<file path="src/baq_pkg.sv">
// baq_pkg: shared types, constants and helpers for the battery alert qualifier
// no dependencies; used by baq_cfg, baq_eval and battery_alert_qualifier
package baq_pkg;

    // timestamp width, other field widths and the ms to us scale
    localparam int TIME_BITS    = 48;
    localparam int PCT_BITS     = 7;
    localparam int MS_BITS      = 16;
    localparam int HOLD_US_BITS = 26;
    localparam int CFG_IDX_BITS = 3;
    localparam int CFG_DAT_BITS = 16;
    localparam int US_PER_MS    = 1000;

    // register reset values
    localparam logic [PCT_BITS-1:0] LOW_LEVEL_RST       = PCT_BITS'(20);
    localparam logic [PCT_BITS-1:0] LOW_REARM_RST       = PCT_BITS'(25);
    localparam logic [PCT_BITS-1:0] CRIT_LEVEL_RST      = PCT_BITS'(5);
    localparam logic [PCT_BITS-1:0] CRIT_REARM_RST      = PCT_BITS'(10);
    localparam logic [HOLD_US_BITS-1:0] LOW_HOLD_US_RST  = HOLD_US_BITS'(10000 * US_PER_MS);
    localparam logic [HOLD_US_BITS-1:0] CRIT_HOLD_US_RST = HOLD_US_BITS'(5000 * US_PER_MS);
    localparam logic [HOLD_US_BITS-1:0] CHG_HOLD_US_RST  = HOLD_US_BITS'(2000 * US_PER_MS);

    // register indexes
    typedef enum logic [CFG_IDX_BITS-1:0] {
        CFG_LOW_LEVEL      = 3'd0,
        CFG_LOW_REARM      = 3'd1,
        CFG_CRIT_LEVEL     = 3'd2,
        CFG_CRIT_REARM     = 3'd3,
        CFG_LOW_HOLD_MS    = 3'd4,
        CFG_CRIT_HOLD_MS   = 3'd5,
        CFG_CHG_HOLD_MS    = 3'd6
    } t_cfg_idx;

    // live configuration, hold times kept in microseconds
    typedef struct packed {
        logic [PCT_BITS-1:0]     low_level;
        logic [PCT_BITS-1:0]     low_rearm;
        logic [PCT_BITS-1:0]     crit_level;
        logic [PCT_BITS-1:0]     crit_rearm;
        logic [HOLD_US_BITS-1:0] low_hold_us;
        logic [HOLD_US_BITS-1:0] crit_hold_us;
        logic [HOLD_US_BITS-1:0] chg_hold_us;
    } t_cfg;

    // one input sample
    typedef struct packed {
        logic                 sample_valid;
        logic                 is_charging;
        logic                 at_full;
        logic [PCT_BITS-1:0]  charge_percent;
        logic [TIME_BITS-1:0] time_us;
    } t_sample;

    // one result beat
    typedef struct packed {
        logic full_event;
        logic charging_event;
        logic critical_event;
        logic low_event;
    } t_events;

    // true when a started timer has run at least the hold time
    function automatic logic held(input logic [TIME_BITS-1:0]    now,
                                  input logic [TIME_BITS-1:0]    since,
                                  input logic [HOLD_US_BITS-1:0] hold_us);
        logic [TIME_BITS-1:0] diff;
        diff = now - since;
        return (now >= since) && (diff >= TIME_BITS'(hold_us));
    endfunction

endpackage

</file>
<file path="src/baq_cfg.sv">
// baq_cfg: configuration registers of the battery alert qualifier
// depends on baq_pkg; hold times are scaled to microseconds at write time
module baq_cfg (
    input  logic                               i_clk,
    input  logic                               i_rst_n,
    input  logic                               i_cfg_we,
    input  logic [baq_pkg::CFG_IDX_BITS-1:0]   i_cfg_idx,
    input  logic [baq_pkg::CFG_DAT_BITS-1:0]   i_cfg_data,
    output baq_pkg::t_cfg                      o_cfg
);

    baq_pkg::t_cfg                          r_cfg;
    baq_pkg::t_cfg                          n_cfg;
    logic [baq_pkg::PCT_BITS-1:0]           pct_val;
    logic [baq_pkg::HOLD_US_BITS-1:0]       hold_us_val;

    // field slices of the write data, ms scaled to us
    assign pct_val     = i_cfg_data[baq_pkg::PCT_BITS-1:0];
    assign hold_us_val = baq_pkg::HOLD_US_BITS'(i_cfg_data[baq_pkg::MS_BITS-1:0])
                       * baq_pkg::HOLD_US_BITS'(baq_pkg::US_PER_MS);

    // write decode, unknown index ignored
    always_comb begin
        n_cfg = r_cfg;
        if (i_cfg_we) begin
            unique case (baq_pkg::t_cfg_idx'(i_cfg_idx))
                baq_pkg::CFG_LOW_LEVEL:    n_cfg.low_level    = pct_val;
                baq_pkg::CFG_LOW_REARM:    n_cfg.low_rearm    = pct_val;
                baq_pkg::CFG_CRIT_LEVEL:   n_cfg.crit_level   = pct_val;
                baq_pkg::CFG_CRIT_REARM:   n_cfg.crit_rearm   = pct_val;
                baq_pkg::CFG_LOW_HOLD_MS:  n_cfg.low_hold_us  = hold_us_val;
                baq_pkg::CFG_CRIT_HOLD_MS: n_cfg.crit_hold_us = hold_us_val;
                baq_pkg::CFG_CHG_HOLD_MS:  n_cfg.chg_hold_us  = hold_us_val;
                default:                   n_cfg = r_cfg;
            endcase
        end
    end

    // register bank
    always_ff @(posedge i_clk) begin
        if (!i_rst_n) begin
            r_cfg.low_level    <= baq_pkg::LOW_LEVEL_RST;
            r_cfg.low_rearm    <= baq_pkg::LOW_REARM_RST;
            r_cfg.crit_level   <= baq_pkg::CRIT_LEVEL_RST;
            r_cfg.crit_rearm   <= baq_pkg::CRIT_REARM_RST;
            r_cfg.low_hold_us  <= baq_pkg::LOW_HOLD_US_RST;
            r_cfg.crit_hold_us <= baq_pkg::CRIT_HOLD_US_RST;
            r_cfg.chg_hold_us  <= baq_pkg::CHG_HOLD_US_RST;
        end else begin
            r_cfg <= n_cfg;
        end
    end

    assign o_cfg = r_cfg;

endmodule

</file>
<file path="src/baq_eval.sv">
// baq_eval: qualification state and per-sample update logic
// depends on baq_pkg; state advances only when i_step is high
module baq_eval (
    input  logic              i_clk,
    input  logic              i_rst_n,
    input  logic              i_step,
    input  baq_pkg::t_sample  i_sample,
    input  baq_pkg::t_cfg     i_cfg,
    output baq_pkg::t_events  o_events
);

    logic                            r_seen_first, n_seen_first;
    logic                            r_prev_full,  n_prev_full;
    logic                            r_low_lat,    n_low_lat;
    logic                            r_crit_lat,   n_crit_lat;
    logic                            r_chg_lat,    n_chg_lat;
    logic [baq_pkg::TIME_BITS-1:0]   r_low_since,  n_low_since;
    logic [baq_pkg::TIME_BITS-1:0]   r_crit_since, n_crit_since;
    logic [baq_pkg::TIME_BITS-1:0]   r_chg_since,  n_chg_since;
    logic                            low_held, crit_held, chg_held;
    logic [baq_pkg::PCT_BITS-1:0]    pct;
    logic [baq_pkg::TIME_BITS-1:0]   now;

    assign pct = i_sample.charge_percent;
    assign now = i_sample.time_us;

    // hold checks against the stored start times
    assign low_held  = baq_pkg::held(now, r_low_since,  i_cfg.low_hold_us);
    assign crit_held = baq_pkg::held(now, r_crit_since, i_cfg.crit_hold_us);
    assign chg_held  = baq_pkg::held(now, r_chg_since,  i_cfg.chg_hold_us);

    // next state and events for one sample
    always_comb begin
        n_seen_first = r_seen_first;
        n_prev_full  = r_prev_full;
        n_low_lat    = r_low_lat;
        n_crit_lat   = r_crit_lat;
        n_chg_lat    = r_chg_lat;
        n_low_since  = r_low_since;
        n_crit_since = r_crit_since;
        n_chg_since  = r_chg_since;
        o_events     = '0;

        if (!i_sample.sample_valid) begin
            // bad reading drops all pending timers
            n_low_since  = '0;
            n_crit_since = '0;
            n_chg_since  = '0;
        end else begin
            // full edge, first sample only records the flag
            if (!r_seen_first) begin
                n_seen_first = 1'b1;
                n_prev_full  = i_sample.at_full;
            end else if (!r_prev_full && i_sample.at_full) begin
                o_events.full_event = 1'b1;
                n_prev_full         = 1'b1;
            end else if (!i_sample.at_full) begin
                n_prev_full = 1'b0;
            end

            if (i_sample.is_charging) begin
                // charging rearms alerts and runs the charge timer
                n_low_lat    = 1'b0;
                n_crit_lat   = 1'b0;
                n_low_since  = '0;
                n_crit_since = '0;
                if (!r_chg_lat) begin
                    if (r_chg_since == '0) begin
                        n_chg_since = now;
                    end else if (chg_held) begin
                        o_events.charging_event = 1'b1;
                        n_chg_lat               = 1'b1;
                    end
                end
            end else begin
                n_chg_since = '0;
                n_chg_lat   = 1'b0;
                if (pct > i_cfg.low_rearm) begin
                    n_low_lat = 1'b0;
                end
                if (pct > i_cfg.crit_rearm) begin
                    n_crit_lat = 1'b0;
                end

                // critical qualification, also latches low
                if (!n_crit_lat && pct <= i_cfg.crit_level) begin
                    if (r_crit_since == '0) begin
                        n_crit_since = now;
                    end else if (crit_held) begin
                        o_events.critical_event = 1'b1;
                        n_crit_lat              = 1'b1;
                        n_low_lat               = 1'b1;
                    end
                end else if (pct > i_cfg.crit_level) begin
                    n_crit_since = '0;
                end

                // low qualification sees the latch as left by critical
                if (!n_low_lat && pct < i_cfg.low_level) begin
                    if (r_low_since == '0) begin
                        n_low_since = now;
                    end else if (low_held) begin
                        o_events.low_event = 1'b1;
                        n_low_lat          = 1'b1;
                    end
                end else if (pct >= i_cfg.low_level) begin
                    n_low_since = '0;
                end
            end
        end
    end

    // state registers
    always_ff @(posedge i_clk) begin
        if (!i_rst_n) begin
            r_seen_first <= 1'b0;
            r_prev_full  <= 1'b0;
            r_low_lat    <= 1'b0;
            r_crit_lat   <= 1'b0;
            r_chg_lat    <= 1'b0;
            r_low_since  <= '0;
            r_crit_since <= '0;
            r_chg_since  <= '0;
        end else if (i_step) begin
            r_seen_first <= n_seen_first;
            r_prev_full  <= n_prev_full;
            r_low_lat    <= n_low_lat;
            r_crit_lat   <= n_crit_lat;
            r_chg_lat    <= n_chg_lat;
            r_low_since  <= n_low_since;
            r_crit_since <= n_crit_since;
            r_chg_since  <= n_chg_since;
        end
    end

endmodule

</file>
<file path="src/battery_alert_qualifier.sv">
// Battery alert qualifier: each accepted sample beat yields exactly one result beat carrying
// four one-shot event flags (full, charging started, critical, low). A sample is captured in
// an input register, evaluated against the qualification state by compare and 48-bit
// subtract logic, and written to an output register, so one beat is accepted per cycle
// while the output is not stalled, and its result beat is presented from the output
// register; input ready drops only when both registers hold beats and the output is stalled.
// Hold times are written in milliseconds and scaled to microseconds when the register is
// written. Configuration writes take effect on the next edge and belong only to idle periods.
// depends on baq_pkg, baq_cfg, baq_eval
module battery_alert_qualifier (
    input  logic                               i_clk,
    input  logic                               i_rst_n,
    // sample channel
    input  logic                               i_in_valid,
    output logic                               o_in_ready,
    input  logic                               i_sample_valid,
    input  logic                               i_is_charging,
    input  logic                               i_at_full,
    input  logic [baq_pkg::PCT_BITS-1:0]       i_charge_percent,
    input  logic [baq_pkg::TIME_BITS-1:0]      i_time_us,
    // result channel
    output logic                               o_out_valid,
    input  logic                               i_out_ready,
    output logic                               o_full_event,
    output logic                               o_charging_event,
    output logic                               o_critical_event,
    output logic                               o_low_event,
    // configuration write port
    input  logic                               i_cfg_we,
    input  logic [baq_pkg::CFG_IDX_BITS-1:0]   i_cfg_idx,
    input  logic [baq_pkg::CFG_DAT_BITS-1:0]   i_cfg_data
);

    logic              r_in_vld;
    baq_pkg::t_sample  r_in;
    logic              r_out_vld;
    baq_pkg::t_events  r_out;
    baq_pkg::t_cfg     cfg;
    baq_pkg::t_events  events;
    logic              adv;
    logic              take;

    baq_cfg u_cfg (
        .i_clk      (i_clk),
        .i_rst_n    (i_rst_n),
        .i_cfg_we   (i_cfg_we),
        .i_cfg_idx  (i_cfg_idx),
        .i_cfg_data (i_cfg_data),
        .o_cfg      (cfg)
    );

    baq_eval u_eval (
        .i_clk    (i_clk),
        .i_rst_n  (i_rst_n),
        .i_step   (adv),
        .i_sample (r_in),
        .i_cfg    (cfg),
        .o_events (events)
    );

    // pipeline handshake
    assign adv        = r_in_vld && (!r_out_vld || i_out_ready);
    assign o_in_ready = !r_in_vld || adv;
    assign take       = i_in_valid && o_in_ready;

    // valid bits
    always_ff @(posedge i_clk) begin
        if (!i_rst_n) begin
            r_in_vld  <= 1'b0;
            r_out_vld <= 1'b0;
        end else begin
            r_in_vld <= take || (r_in_vld && !adv);
            if (adv) begin
                r_out_vld <= 1'b1;
            end else if (i_out_ready) begin
                r_out_vld <= 1'b0;
            end
        end
    end

    // payload registers
    always_ff @(posedge i_clk) begin
        if (take) begin
            r_in.sample_valid   <= i_sample_valid;
            r_in.is_charging    <= i_is_charging;
            r_in.at_full        <= i_at_full;
            r_in.charge_percent <= i_charge_percent;
            r_in.time_us        <= i_time_us;
        end
        if (adv) begin
            r_out <= events;
        end
    end

    assign o_out_valid      = r_out_vld;
    assign o_full_event     = r_out.full_event;
    assign o_charging_event = r_out.charging_event;
    assign o_critical_event = r_out.critical_event;
    assign o_low_event      = r_out.low_event;

    // invalid sample gives an all-clear result
    a_invalid_quiet: assert property (@(posedge i_clk) disable iff (!i_rst_n)
        (adv && !r_in.sample_valid) |=> (o_out_valid && !o_full_event && !o_charging_event
            && !o_critical_event && !o_low_event))
        else $error("event raised by an invalid sample");

    // charging and discharge alerts are exclusive within one result
    a_chg_excl: assert property (@(posedge i_clk) disable iff (!i_rst_n)
        o_out_valid |-> !(o_charging_event && (o_critical_event || o_low_event)))
        else $error("charging event together with a discharge alert");

    // input stalls only when both stages are full and output is blocked
    a_stall_cause: assert property (@(posedge i_clk) disable iff (!i_rst_n)
        !o_in_ready |-> (r_in_vld && r_out_vld && !i_out_ready))
        else $error("input stalled without a full pipeline");

endmodule
</file>
<file path="config.mk">
export PLATFORM = sky130hd
export DESIGN_NAME = battery_alert_qualifier
export DESIGN_NICKNAME = d
export VERILOG_FILES = /design/src/baq_pkg.sv /design/src/baq_cfg.sv /design/src/baq_eval.sv /design/src/battery_alert_qualifier.sv
export SDC_FILE = /design/constraint.sdc
export NUM_CORES = 1
export LEC_CHECK = 0
export ABC_AREA = 1
export BUFFER_PORTS_ARGS = -buffer_cell sky130_fd_sc_hd__buf_2
export CAP_MARGIN = 20
export CORE_AREA = 3 3 210 212
export DETAILED_ROUTE_END_ITERATION = 7
export DIE_AREA = 0 0 213 215
export PLACE_DENSITY = 0.79
export SYNTH_ARGS = -nofsm -noshare
export SYNTH_HDL_FRONTEND = slang
export SYNTH_SLANG_ARGS = --single-unit
</file>
<file path="constraint.sdc">
create_clock -name i_clk -period 5.8 [get_ports i_clk]
set_input_delay 0.58 -clock i_clk [delete_from_list [all_inputs] [get_ports i_clk]]
set_output_delay 0.58 -clock i_clk [all_outputs]
set_load 0.005 [all_outputs]
</file>
==> flow_metrics.tcl <==
set metrics [dict create \
    worst_setup_path_start_kind "flip-flop" \
    netlist-cell-type-count 49 \
    tritoncts.num_buffers 36 \
    synth_fp_nets 4527 \
    fin_crit_ns 4.90 \
    clock_skew_ns 0.0274 \
    yosys_most_used_dff "sky130_fd_sc_hd__dfxtp_1" \
    grt_max_degree 96 \
    starting_density_pct 65.0 \
    setup-violations-final 0 \
    grt_pass1_wl_um 134000 \
    die_area_sq_mm 0.0458 \
    chipHeight_um 215 \
    clockBufferDepth 3 \
    wire_per_inst_um 18.1 \
    synth_edf_count 62 \
    antennaDiodeCount 0 \
    place_hpwl_um 69000 \
    placed_cells_incl_taps 4659 \
    cts-htree-levels 2 \
    cts-hold-fix-buffers 0 \
    power_per_cell_area_mw_per_mm2 295 \
    design_area_sq_mm 0.0296 \
    switching_power_mw 3.68 \
    finalNetCount 4588 \
    io-pin-count 88 \
    timing_max_transition_violations_final 0 \
    tritoncts "done" \
    fin_setup_tns_ns 0 \
    ys_ff_latch 310 \
    combPwrFrac_pct 45.6 \
    syn_inst 4097 \
    timing.critical_path.fanout_max 66 \
    grt_antenna_before_repair 1 \
    grt_ovf 0 \
    cts_root_buf "sky130_fd_sc_hd__clkbuf_16" \
    drt_first_pass_iters 8 \
    synthesis.area_sq_mm 0.0274 \
    worstPathArrival_ns 5.29 \
    layout-area-overhead-vs-synth_pct 7.97 \
    critical_path_class "flip-flop to flip-flop" \
    hold_viol 0 \
    first_global_vias 25785 \
    grtUsageTotal_pct 36.8 \
    cts.clk_slew.worst_paths_ns 0.06 \
    hold_path.class "input pin to flip-flop" \
    cell_internal_pwr_mw 5.04 \
    fmax_ghz 0.204 \
    synth_area_per_cell_sq_um 6.68 \
    swShare_pct 42.2 \
    tightest_slew_ns 0.905 \
    drt-total-wl_um 85400 \
    post_cts.repair.setup_buffers 0 \
    worst-endpoint-required_ns 6.20 \
    max_slew_margin_pct 39.6 \
    vias 27616 \
    timing.max_cap.violations 0 \
    finalCritPeriodShare_pct 84.4 \
    seq_power_share_pct 27.8 \
    final.setup.worst_slack_ns 0.905 \
    synth_sequential_area_ratio_pct 24.9 \
    drt_iter0_markers 2776 \
    fin_cells 4724 \
    rsz0062_at_grt "false" \
    leakage_power_total_nw 14.2 \
    drive_above_1_share_pct 5.21 \
    gp_congestion 1.06 \
    outcome "finished, final reports clean" \
    cp-end-kind "flip-flop" \
    cts.sinks 310 \
    placedInstanceArea_sq_mm 0.0284 \
    portBuffers 87 \
    vdd.ir_drop.worst_mv 0.365 \
    clock_latency_ns 0.56 \
    route.antenna.remaining_nets 0 \
    floorplan.die.width_um 213 \
    via_per_inst 5.85 \
    cts_repair_resize_count 0 \
    fillCellCount 3786 \
    rows 75 \
    synth_warnings 0 \
    placement.setup.worst_slack_ns 0.538 \
    fp.coreArea_sq_mm 0.0421 \
    detail_route.drc_violations 0 \
    synth-async-reset-ratio_pct 0 \
    p_clk_share_pct 26.6 \
]
final timing paths:
check	end	slack, ns	cells past startpoint	startpoint
max	u_eval.r_low_since[19]	0.90	26	r_in[2]
min	r_in[55]	0.19	1	i_at_full
min reg2reg	u_cfg.o_cfg[8]	0.46	2	u_cfg.o_cfg[8]
max reg2reg	u_eval.r_low_since[19]	0.90	26	r_in[2]
state kept, by name (all words and copies together), names as in the netlist:
register / count
u_eval.r_low_lat: 1
u_cfg.o_cfg: 97
o_full_event: 1
o_low_event: 1
o_out_valid: 1
u_eval.r_low_since: 48
u_eval.r_chg_since: 48
u_eval.r_crit_lat: 1
u_eval.r_prev_full: 1
u_eval.r_chg_lat: 1
u_eval.r_seen_first: 1
o_critical_event: 1
r_in_vld: 1
u_eval.r_crit_since: 48
r_in: 58
o_charging_event: 1
layout make-up:
cell class              count  area [sq um]  share of cell area [%]
multi-input cells        2985         17500                    59.3
flip-flops and latches    310          6830                    23.1
inverters                 701          2630                    8.91
clock buffers              52          1030                    3.49
repair buffers            124           713                    2.41
well taps                 539           674                    2.28
clock inverters            13           164                   0.555
worst max-delay path, cell delays in order, from the launching register on:
cell                       delay [ns]
sky130_fd_sc_hd__edfxtp_1        0.62
sky130_fd_sc_hd__ha_1            0.48
sky130_fd_sc_hd__nand3_1         0.15
sky130_fd_sc_hd__nor2_1          0.25
sky130_fd_sc_hd__nand2_1         0.08
sky130_fd_sc_hd__nand3_1         0.21
sky130_fd_sc_hd__xor2_1          0.22
sky130_fd_sc_hd__ha_1            0.28
sky130_fd_sc_hd__a21oi_1         0.14
sky130_fd_sc_hd__nor2_1          0.05
sky130_fd_sc_hd__a211oi_1        0.16
sky130_fd_sc_hd__nand2_1         0.11
sky130_fd_sc_hd__nand2_1         0.07
sky130_fd_sc_hd__nand2_1         0.06
sky130_fd_sc_hd__nand2_1         0.06
sky130_fd_sc_hd__nand2_1         0.07
sky130_fd_sc_hd__nand3_1         0.07
sky130_fd_sc_hd__nand2_1         0.09
sky130_fd_sc_hd__nor2_1          0.09
sky130_fd_sc_hd__nand2_1         0.12
sky130_fd_sc_hd__nand2_2         0.22
sky130_fd_sc_hd__nand3_2         0.12
sky130_fd_sc_hd__nand3_2         0.11
sky130_fd_sc_hd__buf_4           0.53
sky130_fd_sc_hd__nand2_1         0.17
sky130_fd_sc_hd__nand2_1         0.11
sky130_fd_sc_hd__nor2_1          0.05
kinds of logic (layout without fill, tap and decap cells):
kind of cell | count (synthesis) | after routing | share of synthesized area, %
AOI/OAI and AO/OA | 800 | 800 | 16.8
xor gates and xnor gates | 110 | 110 | 3.52
adders and majority gates | 348 | 348 | 17.4
buffers and inverters | 802 | 890 | 11.1
DFF | 310 | 310 | 24.9
and+or+nand+nor | 1727 | 1727 | 26.2
synth_stat cells, drive strengths merged, types with 32 or more instances:
| cell | n | area (sq um) |
|---|---|---|
| nor4 | 32 | 200 |
| nor2 | 449 | 1690 |
| edfxtp | 62 | 1860 |
| xnor2 | 37 | 324 |
| clkbuf | 76 | 285 |
| ha | 294 | 3680 |
| a211oi | 99 | 743 |
| o21ai | 175 | 876 |
| nand2 | 935 | 3520 |
| nand3 | 137 | 696 |
| a31oi | 43 | 269 |
| inv | 693 | 2600 |
| nand4 | 108 | 676 |
| fa | 54 | 1080 |
| nor3 | 37 | 185 |
| dfxtp | 248 | 4960 |
| o211ai | 42 | 315 |
| a21oi | 372 | 1860 |
| xor2 | 73 | 639 |
cell usage in the layout (no fill, tap or decap), types with 4 or more instances in the layout:
| master | n |
|---|---|
| sky130_fd_sc_hd__inv_1 | 676 |
| sky130_fd_sc_hd__buf_2 | 87 |
| sky130_fd_sc_hd__nand4_1 | 108 |
| sky130_fd_sc_hd__clkinv_2 | 4 |
| sky130_fd_sc_hd__a211oi_1 | 99 |
| sky130_fd_sc_hd__xor2_1 | 73 |
| sky130_fd_sc_hd__clkbuf_8 | 5 |
| sky130_fd_sc_hd__nor4_1 | 32 |
| sky130_fd_sc_hd__inv_2 | 17 |
| sky130_fd_sc_hd__a21boi_0 | 4 |
| sky130_fd_sc_hd__o211ai_1 | 42 |
| sky130_fd_sc_hd__and2_1 | 5 |
| sky130_fd_sc_hd__a21o_1 | 11 |
| sky130_fd_sc_hd__a21oi_1 | 371 |
| sky130_fd_sc_hd__nand3_1 | 135 |
| sky130_fd_sc_hd__and3_1 | 8 |
| sky130_fd_sc_hd__ha_1 | 294 |
| sky130_fd_sc_hd__nand3b_1 | 9 |
| sky130_fd_sc_hd__o21bai_1 | 29 |
| sky130_fd_sc_hd__xnor2_1 | 37 |
| sky130_fd_sc_hd__dfxtp_1 | 248 |
| sky130_fd_sc_hd__nand2_1 | 928 |
| sky130_fd_sc_hd__clkinv_1 | 8 |
| sky130_fd_sc_hd__o21ai_0 | 172 |
| sky130_fd_sc_hd__clkbuf_16 | 37 |
| sky130_fd_sc_hd__nand2_2 | 7 |
| sky130_fd_sc_hd__nor3_1 | 37 |
| sky130_fd_sc_hd__buf_4 | 37 |
| sky130_fd_sc_hd__clkbuf_1 | 10 |
| sky130_fd_sc_hd__edfxtp_1 | 62 |
| sky130_fd_sc_hd__o221a_2 | 4 |
| sky130_fd_sc_hd__fa_1 | 54 |
| sky130_fd_sc_hd__o21a_1 | 10 |
| sky130_fd_sc_hd__a31oi_1 | 43 |
| sky130_fd_sc_hd__nor2_1 | 446 |
routing by layer:
| metal | share of wire (%) | up-vias | track usage (%) |
|---|---|---|---|
| li1 | - | 13615 | - |
| met1 | 43 | 12603 | 51.4 |
| met2 | 43 | 1175 | 57.0 |
| met3 | 10 | 223 | 5.99 |
| met4 | 4.2 | 0 | 14.4 |
| met5 | 0 | - | 0 |
metrics by stage:
stage / util [%] / hold WS, ns / total power [mW]
global route: 70.2 / 0.185 / 9.25
CTS: 70.2 / 0.177 / 8.61
global placement: 67.3 / 0.449 / 6.22
finish: 70.2 / 0.192 / 8.72
floorplan: - / 0.433 / 5.17
detailed placement: 67.3 / 0.456 / 6.29
power groups by stage:
stage                     Combinational [mW]  Sequential (mW)  Clock, mW
after floorplan                         2.74             2.43          0
after global placement                  3.77             2.46          0
after global routing                    4.40             2.43       2.42
after CTS                               3.86             2.42       2.33
final                                   3.97             2.42       2.32
after detailed placement                3.83             2.46          0
Power figures use the tool's default switching activity.
